[config.mk]
export PLATFORM = sky130hd
export DESIGN_NAME = tcg_ctrl
export DESIGN_NICKNAME = d
export VERILOG_FILES = /design/src/rtl/tcg_pkg.sv /design/src/rtl/tcg_ctrl.sv
export SDC_FILE = /design/constraint.sdc
export NUM_CORES = 1
export LEC_CHECK = 0
export BUFFER_PORTS_ARGS = -buffer_cell sky130_fd_sc_hd__clkbuf_2
export CORE_AREA = 2 2 39 41
export DETAILED_ROUTE_END_ITERATION = 10
export DIE_AREA = 0 0 41 43
export GPL_TIMING_DRIVEN = 1
export PLACE_DENSITY = 0.69
export SLEW_MARGIN = 20
export SYNTH_ARGS = -nofsm -noshare
export SYNTH_HDL_FRONTEND = slang
export SYNTH_SLANG_ARGS = --single-unit
[constraint.sdc]
create_clock -name clk -period 1.8 [get_ports clk]
set_input_delay 0.36 -clock clk [delete_from_list [all_inputs] [get_ports clk]]
set_output_delay 0.36 -clock clk [all_outputs]
set_load 0.05 [all_outputs]
[src/rtl/tcg_pkg.sv]
// ----------------------------------------------------------------------------
// tcg_pkg
// Shared types and codes for the text cell grid: item modes, controller
// states, datapath commands and the controller/datapath handshake structs.
// ----------------------------------------------------------------------------
package tcg_pkg;

    localparam int CELL_DATA_W = 16;  // char byte over attribute byte

    typedef enum logic [2:0] {
        MODE_CLEAR = 3'd0,
        MODE_WRITE = 3'd1,
        MODE_FILL  = 3'd2,
        MODE_MARK  = 3'd3,
        MODE_TAKE  = 3'd4,
        MODE_READ  = 3'd5
    } mode_t;

    typedef enum logic [3:0] {
        ST_IDLE,
        ST_CLEAR,
        ST_WR_CMP,
        ST_FILL,
        ST_ROW_WB,
        ST_MARK,
        ST_SCAN,
        ST_RUN_WALK,
        ST_RUN_WB,
        ST_RD_DATA,
        ST_DONE
    } state_t;

    typedef enum logic [3:0] {
        DP_NOP,
        DP_LOAD,
        DP_CLEAR_STEP,
        DP_CELL_UPD,
        DP_FILL_STEP,
        DP_ROW_WB,
        DP_MARK,
        DP_SCAN_STEP,
        DP_RUN_STEP,
        DP_RUN_WB,
        DP_READ_CAPTURE,
        DP_EMIT
    } dp_op_t;

    typedef struct packed {
        dp_op_t op;
        logic   set_ok;
    } dp_cmd_t;

    typedef struct packed {
        logic [2:0] in_mode;
        logic       in_row_ok;
        logic       in_cell_ok;
        logic       sweep_last;
        logic       col_last;
        logic       row_nz;
        logic       scan_last;
        logic       run_done;
        logic       out_busy;
    } dp_status_t;

endpackage

[src/rtl/tcg_ctrl.sv]
// ----------------------------------------------------------------------------
// tcg_ctrl
// Sequencer: decodes the accepted item and steps the datapath through the
// clear sweep, read-compare-write, row fill, row scan and run walk.
// ----------------------------------------------------------------------------
module tcg_ctrl (
    input  logic                clk,
    input  logic                rst_n,
    input  logic                in_valid,
    output logic                in_ready,
    input  tcg_pkg::dp_status_t status,
    output tcg_pkg::dp_cmd_t    cmd
);
    import tcg_pkg::*;

    state_t state_reg;
    state_t state_next;

    always_ff @(posedge clk or negedge rst_n)
    begin
        if (!rst_n)
        begin
            state_reg <= ST_IDLE;
        end
        else
        begin
            state_reg <= state_next;
        end
    end

    always_comb
    begin
        state_next = state_reg;
        case (state_reg)
            ST_IDLE:
            begin
                if (in_valid)
                begin
                    case (status.in_mode)
                        MODE_CLEAR: state_next = ST_CLEAR;
                        MODE_WRITE: state_next = status.in_cell_ok ? ST_WR_CMP : ST_DONE;
                        MODE_FILL:  state_next = status.in_row_ok ? ST_FILL : ST_DONE;
                        MODE_MARK:  state_next = ST_MARK;
                        MODE_TAKE:  state_next = ST_SCAN;
                        MODE_READ:  state_next = status.in_cell_ok ? ST_RD_DATA : ST_DONE;
                        default:    state_next = ST_DONE;
                    endcase
                end
            end
            ST_CLEAR:
            begin
                if (status.sweep_last)
                begin
                    state_next = ST_DONE;
                end
            end
            ST_WR_CMP:   state_next = ST_DONE;
            ST_FILL:
            begin
                if (status.col_last)
                begin
                    state_next = ST_ROW_WB;
                end
            end
            ST_ROW_WB:   state_next = ST_DONE;
            ST_MARK:     state_next = ST_DONE;
            ST_SCAN:
            begin
                if (status.row_nz)
                begin
                    state_next = ST_RUN_WALK;
                end
                else if (status.scan_last)
                begin
                    state_next = ST_DONE;
                end
            end
            ST_RUN_WALK:
            begin
                if (status.run_done)
                begin
                    state_next = ST_RUN_WB;
                end
            end
            ST_RUN_WB:   state_next = ST_DONE;
            ST_RD_DATA:  state_next = ST_DONE;
            ST_DONE:
            begin
                if (!status.out_busy)
                begin
                    state_next = ST_IDLE;
                end
            end
            default:     state_next = ST_IDLE;
        endcase
    end

    always_comb
    begin
        in_ready   = 1'b0;
        cmd.op     = DP_NOP;
        cmd.set_ok = 1'b0;
        case (state_reg)
            ST_IDLE:
            begin
                in_ready = 1'b1;
                cmd.op   = in_valid ? DP_LOAD : DP_NOP;
            end
            ST_CLEAR:
            begin
                cmd.op     = DP_CLEAR_STEP;
                cmd.set_ok = 1'b1;
            end
            ST_WR_CMP:
            begin
                cmd.op     = DP_CELL_UPD;
                cmd.set_ok = 1'b1;
            end
            ST_FILL:     cmd.op = DP_FILL_STEP;
            ST_ROW_WB:
            begin
                cmd.op     = DP_ROW_WB;
                cmd.set_ok = 1'b1;
            end
            ST_MARK:
            begin
                cmd.op     = DP_MARK;
                cmd.set_ok = 1'b1;
            end
            ST_SCAN:     cmd.op = DP_SCAN_STEP;
            ST_RUN_WALK: cmd.op = DP_RUN_STEP;
            ST_RUN_WB:
            begin
                cmd.op     = DP_RUN_WB;
                cmd.set_ok = 1'b1;
            end
            ST_RD_DATA:
            begin
                cmd.op     = DP_READ_CAPTURE;
                cmd.set_ok = 1'b1;
            end
            ST_DONE:     cmd.op = status.out_busy ? DP_NOP : DP_EMIT;
            default:     cmd.op = DP_NOP;
        endcase
    end

endmodule

==> summary.md, run 1 <==
| Metric | Value |
|---|---|
| Largest net degree at the start of global routing | `17` |
| YS warnings | `0` |
| Worst r2r path cells | `4` |
| Fraction of layout cells with a size suffix above 1 | `47.9%` |
| Capture point of the worst reg-to-reg path | `state_reg[0]` |
| Worst slew pin tran | `roughly 0.35 ns` |
| Crit. End Element | `output pin` |
| 1st-iter DRT viols | `17` |
| CTS tree | `yes` |
| Die H | `approximately 43 µm` |
| Hold Crit Depth | `3` |
| Syn Std Cell Area | `551 µm²` |
| Clk Latency, worst-skew pair | `about 0.23 ns` |
| Worst Skew | `between 0.002 and 0.003 ns` |
| Synthesized area per cell | `between 7 and 8 µm²` |
| WL final | `around 1400 µm` |
| CTS root buf | `clkbuf_4` |
| CP max FO | `7` |
| Place WS | `~0.054 ns` |
| Most area-consuming cells after synthesis | `dfrtp_1, o21ai_0, nand2_1` |
| Hold EP | `state_reg[3]` |
| Area Growth Syn to Fin | `43.2%` |
| Pwr Total | `between 0.0015 and 0.002 W` |
| Critical-path cell list | `buf_4, o41ai_2, a21oi_2, buf_4` |
| P_leak | `about 0.33 nW` |
| Post-synthesis register bit count | `4` |
| Initial core utilization | `a little under 40%` |
| EDFF count, synth | `0` |
| Setup ws final | `0.0273 ns` |
| Die area | `around 0.0018 mm²` |
| Port bufs | `19` |
| Met3 Track Usage GR | `1.57%` |
| Max Buffers Root-to-Sink | `2` |
| Async set-or-reset flop fraction in the synthesized netlist | `100%` |
| Final period util | `98.5%` |
| Setup TNS Final | `0 ns` |
| Clk sinks | `4` |
| CP Class | `register to output pin` |
| Total gr overflow | `0` |
| DRC | `0` |
| RSZ-0062 raised after global routing | `yes` |
| Met2 GRT Util | `approximately 28%` |
| Initial antenna violation count | `0` |
| Via Count | `roughly 620` |
| Post-DP HPWL | `roughly 1100 µm` |
| CP arrival | `between 1 and 1.5 ns` |
| Most used cell, CP | `buf_4` |
| H-tree Lvls | `1` |
| CP Launch Type | `register` |
| Number of global-route vias before repair | `around 520` |
| Largest register FFs | `4` |
| Delay-heaviest family, CP | `flip-flops` |
| Reg-to-Reg Start | `state_reg[3]` |
| CTS Buf Count | `3` |
| Most used routing layer | `met2` |
| Req. time, crit path | `about 1.4 ns` |
| Worst VDD drop | `1.00 mV` |
| Antenna-violating nets left | `0` |
| GPL Wtd Cong | `between 0.8 and 0.9` |
| Register area share after synthesis | `between 10% and 20%` |
| Prevailing post-synth register cell | `dfrtp_1` |
| Wire per inst | `between 10 and 15 µm` |
| Hold path start | `status[0]` |
| Final hold slack | `0.429 ns` |
| Cell taking the most area after synthesis | `dfrtp_1` |
| Fmax | `roughly 560 MHz` |
| Die W | `~41 µm` |
| Core Rows | `14` |
| Min Tclk post-route | `1.77 ns` |
| Cells after Synth | `73` |
| Hold Path Class | `primary input to register` |
| Drt first pass iters | `4` |
| Met1 GRT Util | `between 20% and 30%` |
| Core area | `around 0.0014 mm²` |
| Total GRT Usage | `17.7%` |
| Fin. max-slew vios | `0` |
| Reg clk slew, reported paths | `~0.04 ns` |
| Synth top area share | `18.2%` |
| Number of max-cap violations | `0` |
| Net count after synthesis | `a little under 90` |
| First-pass GRT wire length | `about 2200 µm` |
| Vias/cell | `~5.6` |
| Top-level I/O count | `20` |
| WP buf/inv | `2` |
| Hold Violations, Final | `0` |
| Crit-path slowest cell | `dfrtp_1` |
| Final setup vio count | `0` |
| Reg2Reg Setup Slack | `about 0.15 ns` |
| CP max stage delay | `slightly above 0.4 ns` |
| Pwr/cell area | `approximately 2100 mW/mm²` |
| N_diodes | `0` |
| Yosys cell types | `40` |
| Outcome | `complete, no violations` |
| NumNets Final | `112` |
| Max_slew headroom | `approximately 77%` |
| Synth cell count leaders | `nand2_1, o21ai_0, nor2_1` |
layout make-up:
cell class / count / area [µm²]
inverter: 4 / 15.0
clock buffer: 3 / 22.5
sequential: 4 / 104
fill: 137 / 596
multi-input combinational: 58 / 449
timing repair buffer: 27 / 178
tap: 16 / 20.0
per-layer routing:
metal,up-vias,part of all wire [%]
li1,321,-
met1,287,44
met2,13,51
met3,2,3.3
met4,0,1.1
met5,-,0
report_power, final:
group | total [W] | switching [W] | internal [W] | leakage, nW
Combinational | 0.00127 | 0.000743 | 0.000522 | 0.270
Sequential | 0.000249 | 0.000113 | 0.000136 | 0.0458
Clock | 0.000105 | 0.0000309 | 0.0000742 | 0.0138
Total | 0.00162 | 0.000887 | 0.000732 | 0.329
worst min-delay path, delay by kind of cell:
kind | cells | cell delay (ns)
buffers and inverters | 1 | 0.10
AO/OA/AOI/OAI | 1 | 0.07
AND/OR/NAND/NOR | 1 | 0.08
kinds of logic after synthesis:
kind of cell | Yosys count | share of synthesized area, %
multiplexers | 2 | 3.64
XOR/XNOR | 2 | 3.18
AND/OR/NAND/NOR | 26 | 25.2
AO/OA/AOI/OAI | 28 | 40.9
flip-flops | 4 | 18.2
buffers and inverters | 11 | 8.86
worst max path at each step:
| stage | cells past startpoint | endpoint | startpoint |
|---|---|---|---|
| floorplan | 4 | state_reg[3] | state_reg[0] |
| global placement | 4 | state_reg[0] | state_reg[0] |
| detailed placement | 4 | state_reg[0] | state_reg[0] |
| CTS | 4 | cmd[2] | state_reg[0] |
| global route | 4 | cmd[1] | state_reg[1] |
| finish | 4 | cmd[1] | state_reg[1] |
repair_timing:
| item | CTS | global route |
|---|---|---|
| endpoints found under the setup margin | 6 | 6 |
| hold buffers | 1 | 0 |
| resized for setup | 9 | 10 |
| endpoints found under the hold margin | 4 | 0 |
| setup buffers | 0 | 1 |
stage by stage:
| step | util [%] | std cells | area (µm²) |
|---|---|---|---|
| after floorplan | - | 73 | 581 |
| after global placement | 51.1 | 107 | 707 |
| after detailed placement | 51.1 | 107 | 707 |
| after CTS | 55.2 | 111 | 763 |
| after global routing | 57.0 | 112 | 788 |
| final | 57.0 | 112 | 788 |
placed cells by master, fill, tap and decap left out, types with 3 or more instances in the layout:
cell,netlist,final
dfrtp_2,0,3
clkbuf_4,0,3
buf_4,1,10
a211oi_1,3,3
clkbuf_2,0,14
nor2_1,6,5
o21ai_0,7,7
inv_1,4,4
nand2_1,7,6
Note: power is estimated with default switching activity, not from simulation.
==> inputs of run 2 (changes only) <==
--- a/config.mk
+++ b/config.mk
@@ -5,6 +5,7 @@
 export SDC_FILE = /design/constraint.sdc
 export NUM_CORES = 1
 export LEC_CHECK = 0
+export ABC_CLOCK_PERIOD_IN_PS = 1800
 export BUFFER_PORTS_ARGS = -buffer_cell sky130_fd_sc_hd__clkbuf_2
 export CORE_AREA = 2 2 39 41
 export DETAILED_ROUTE_END_ITERATION = 10
==> constraint.sdc (replaced) <==
create_clock -name clk -period 1.8 [get_ports clk]
set_input_delay 0.36 -clock clk [delete_from_list [all_inputs] [get_ports clk]]
set_output_delay 0.36 -clock clk [all_outputs]
set_load 0.1 [all_outputs]
==> summary.md, run 2 (synthesized netlist as in run 1, its figures left out) <==
| Metric | Value |
|---|---|
| Failing checks | `negative setup slack` |
| Hold Violations, Final | `0 (unchanged)` |
| Total gr overflow | `0 (unchanged)` |
| CP Class | `register to output pin` |
| Outcome | `finished with violations` |
| CTS root buf | `clkbuf_4` |
| Max_slew headroom | `75.2% (-1.4 points)` |
| Min Tclk post-route | `1.81 ns (+0.0368 ns)` |
| Core area | `0.00138 mm² (unchanged)` |
| Setup ws final | `-0.00948 ns (-0.0368 ns)` |
| Fin. max-slew vios | `0 (unchanged)` |
| Final period util | `101% (+2.0 points)` |
| CP max FO | `6 (-1)` |
| Final setup vio count | `2 (+2)` |
| Clk Latency, worst-skew pair | `0.25 ns (+0.02 ns)` |
| H-tree Lvls | `1 (unchanged)` |
| Initial core utilization | `39.8% (unchanged)` |
| 1st-iter DRT viols | `39 (+22)` |
| Die H | `43 µm (unchanged)` |
| Worst slew pin tran | `0.369 ns (+0.0189 ns)` |
| Max Buffers Root-to-Sink | `2 (unchanged)` |
| Post-DP HPWL | `1290 µm (+20%)` |
| Die W | `41 µm (unchanged)` |
| Hold Path Class | `primary input to register` |
| Total GRT Usage | `25.2% (+7.5 points)` |
| CP arrival | `1.45 ns (+0.04 ns)` |
| CTS Buf Count | `3 (unchanged)` |
| Antenna-violating nets left | `0 (unchanged)` |
| Vias/cell | `6.15 (+10%)` |
| Fin cells | `123 (+9.8%)` |
| Wire per inst | `16.4 µm (+31%)` |
| Largest net degree at the start of global routing | `11 (-6)` |
| RSZ-0062 raised after global routing | `yes` |
| GPL Wtd Cong | `0.904 (+11%)` |
| Filler Cell Count | `94 (-31%)` |
| Place WS | `0.0764 ns (+0.0225 ns)` |
| Largest register FFs | `4 (unchanged)` |
| Initial antenna violation count | `0 (unchanged)` |
| Top-level I/O count | `20 (unchanged)` |
| Clk sinks | `4 (unchanged)` |
| Worst Skew | `0.00542 ns (+0.00267 ns)` |
| Number of max-cap violations | `0 (unchanged)` |
| CTS tree | `yes` |
| Crit. End Element | `output pin` |
| Drt first pass iters | `4 (unchanged)` |
| Placed insts | `110 (+2.8%)` |
| Commonest cells after routing, fill and taps aside | `clkbuf_2, buf_4, o21ai_0, buf_12, nand2_1` |
| Core Rows | `14 (unchanged)` |
| Req. time, crit path | `1.44 ns (about the same)` |
| Die area | `0.00176 mm² (unchanged)` |
| Reg clk slew, reported paths | `0.04 ns (about the same)` |
| Port bufs | `19 (unchanged)` |
| WL final | `2010 µm (+44%)` |
| Fmax | `553 MHz (-2.0%)` |
| Via Count | `756 (+21%)` |
| DRC | `0 (unchanged)` |
| Fraction of layout cells with a size suffix above 1 | `59.8% (+12 points)` |
| First-pass GRT wire length | `2990 µm (+38%)` |
| N_diodes | `0 (unchanged)` |
| Area Growth Syn to Fin | `86.4%` |
| Setup TNS Final | `-0.0165 ns (-0.0165 ns)` |
| NumNets Final | `123 (+9.8%)` |
| Number of global-route vias before repair | `669 (+28%)` |
| CP Launch Type | `register` |
[run 2: cell types whose count changed in the layout (fill, tap and decap cells not counted), sizes merged]
cell,before,now
clkbuf,17,16
buf,12,24
[run 2: per-stage QoR]
| stage | cell area [µm²] | hold WS (ns) | utilization (%) |
|---|---|---|---|
| 6_report | 1030 | 0.427 | 74.1 |
| 3_3_place_gp | 863 | 0.173 | 62.4 |
| 2_1_floorplan | 656 | 0.0644 | - |
| 3_5_place_dp | 863 | 0.174 | 62.4 |
| 5_1_grt | 1030 | 0.464 | 74.1 |
| 4_1_cts | 973 | 0.426 | 70.3 |
[run 2: path summary, 6_finish.rpt]
kind                               from            to  slack [ns]  cells after the start
min                           status[1]  state_reg[2]        0.43                      4
max                        state_reg[3]        cmd[4]      -0.009                      4
min in group asynchronous         rst_n  state_reg[0]        0.46                      2
max reg2reg                state_reg[0]  state_reg[2]        0.07                      6
max in group asynchronous         rst_n  state_reg[2]        1.19                      2
min reg2reg                state_reg[0]  state_reg[0]        0.71                      2
[run 2: cell type report]
cell class	instances	area, µm²	share of cell area, %
timing repair buffer	38	358	34.9
sequential	4	105	10.2
multi-input combinational	58	505	49.3
tap	16	20.0	1.95
inverter	4	15.0	1.46
clock buffer	3	22.5	2.20
[run 2: timing repair]
action / 4_1_cts / 5_1_grt
hold endpoints to repair: 4 / 0
gates resized for setup: 7 / 14
hold buffers: 1 / 0
pin swaps: 1 / 3
setup buffers: 6 / 3
setup endpoints to repair: 6 / 6
[run 2: critical path: stages (launching register included)]
cell and delay, ns:
dfrtp_2 0.46, buf_6 0.16, nor2b_2 0.16, a32o_2 0.25, buf_12 0.17
[run 2: per-layer routing]
| metal | GRT usage, % | routed length, µm | vias to the layer above |
|---|---|---|---|
| met5 | 0 | 0 | - |
| met4 | 12.0 | 26 | 0 |
| met3 | 1.57 | 99 | 4 |
| met2 | 40.6 | 1030 | 41 |
| met1 | 32.1 | 857 | 367 |
| li1 | - | - | 344 |
Power of run 2 is left out: the tool's default activity adds up to more than one toggle a clock period on the data nets, which glitch-free logic cannot reach.
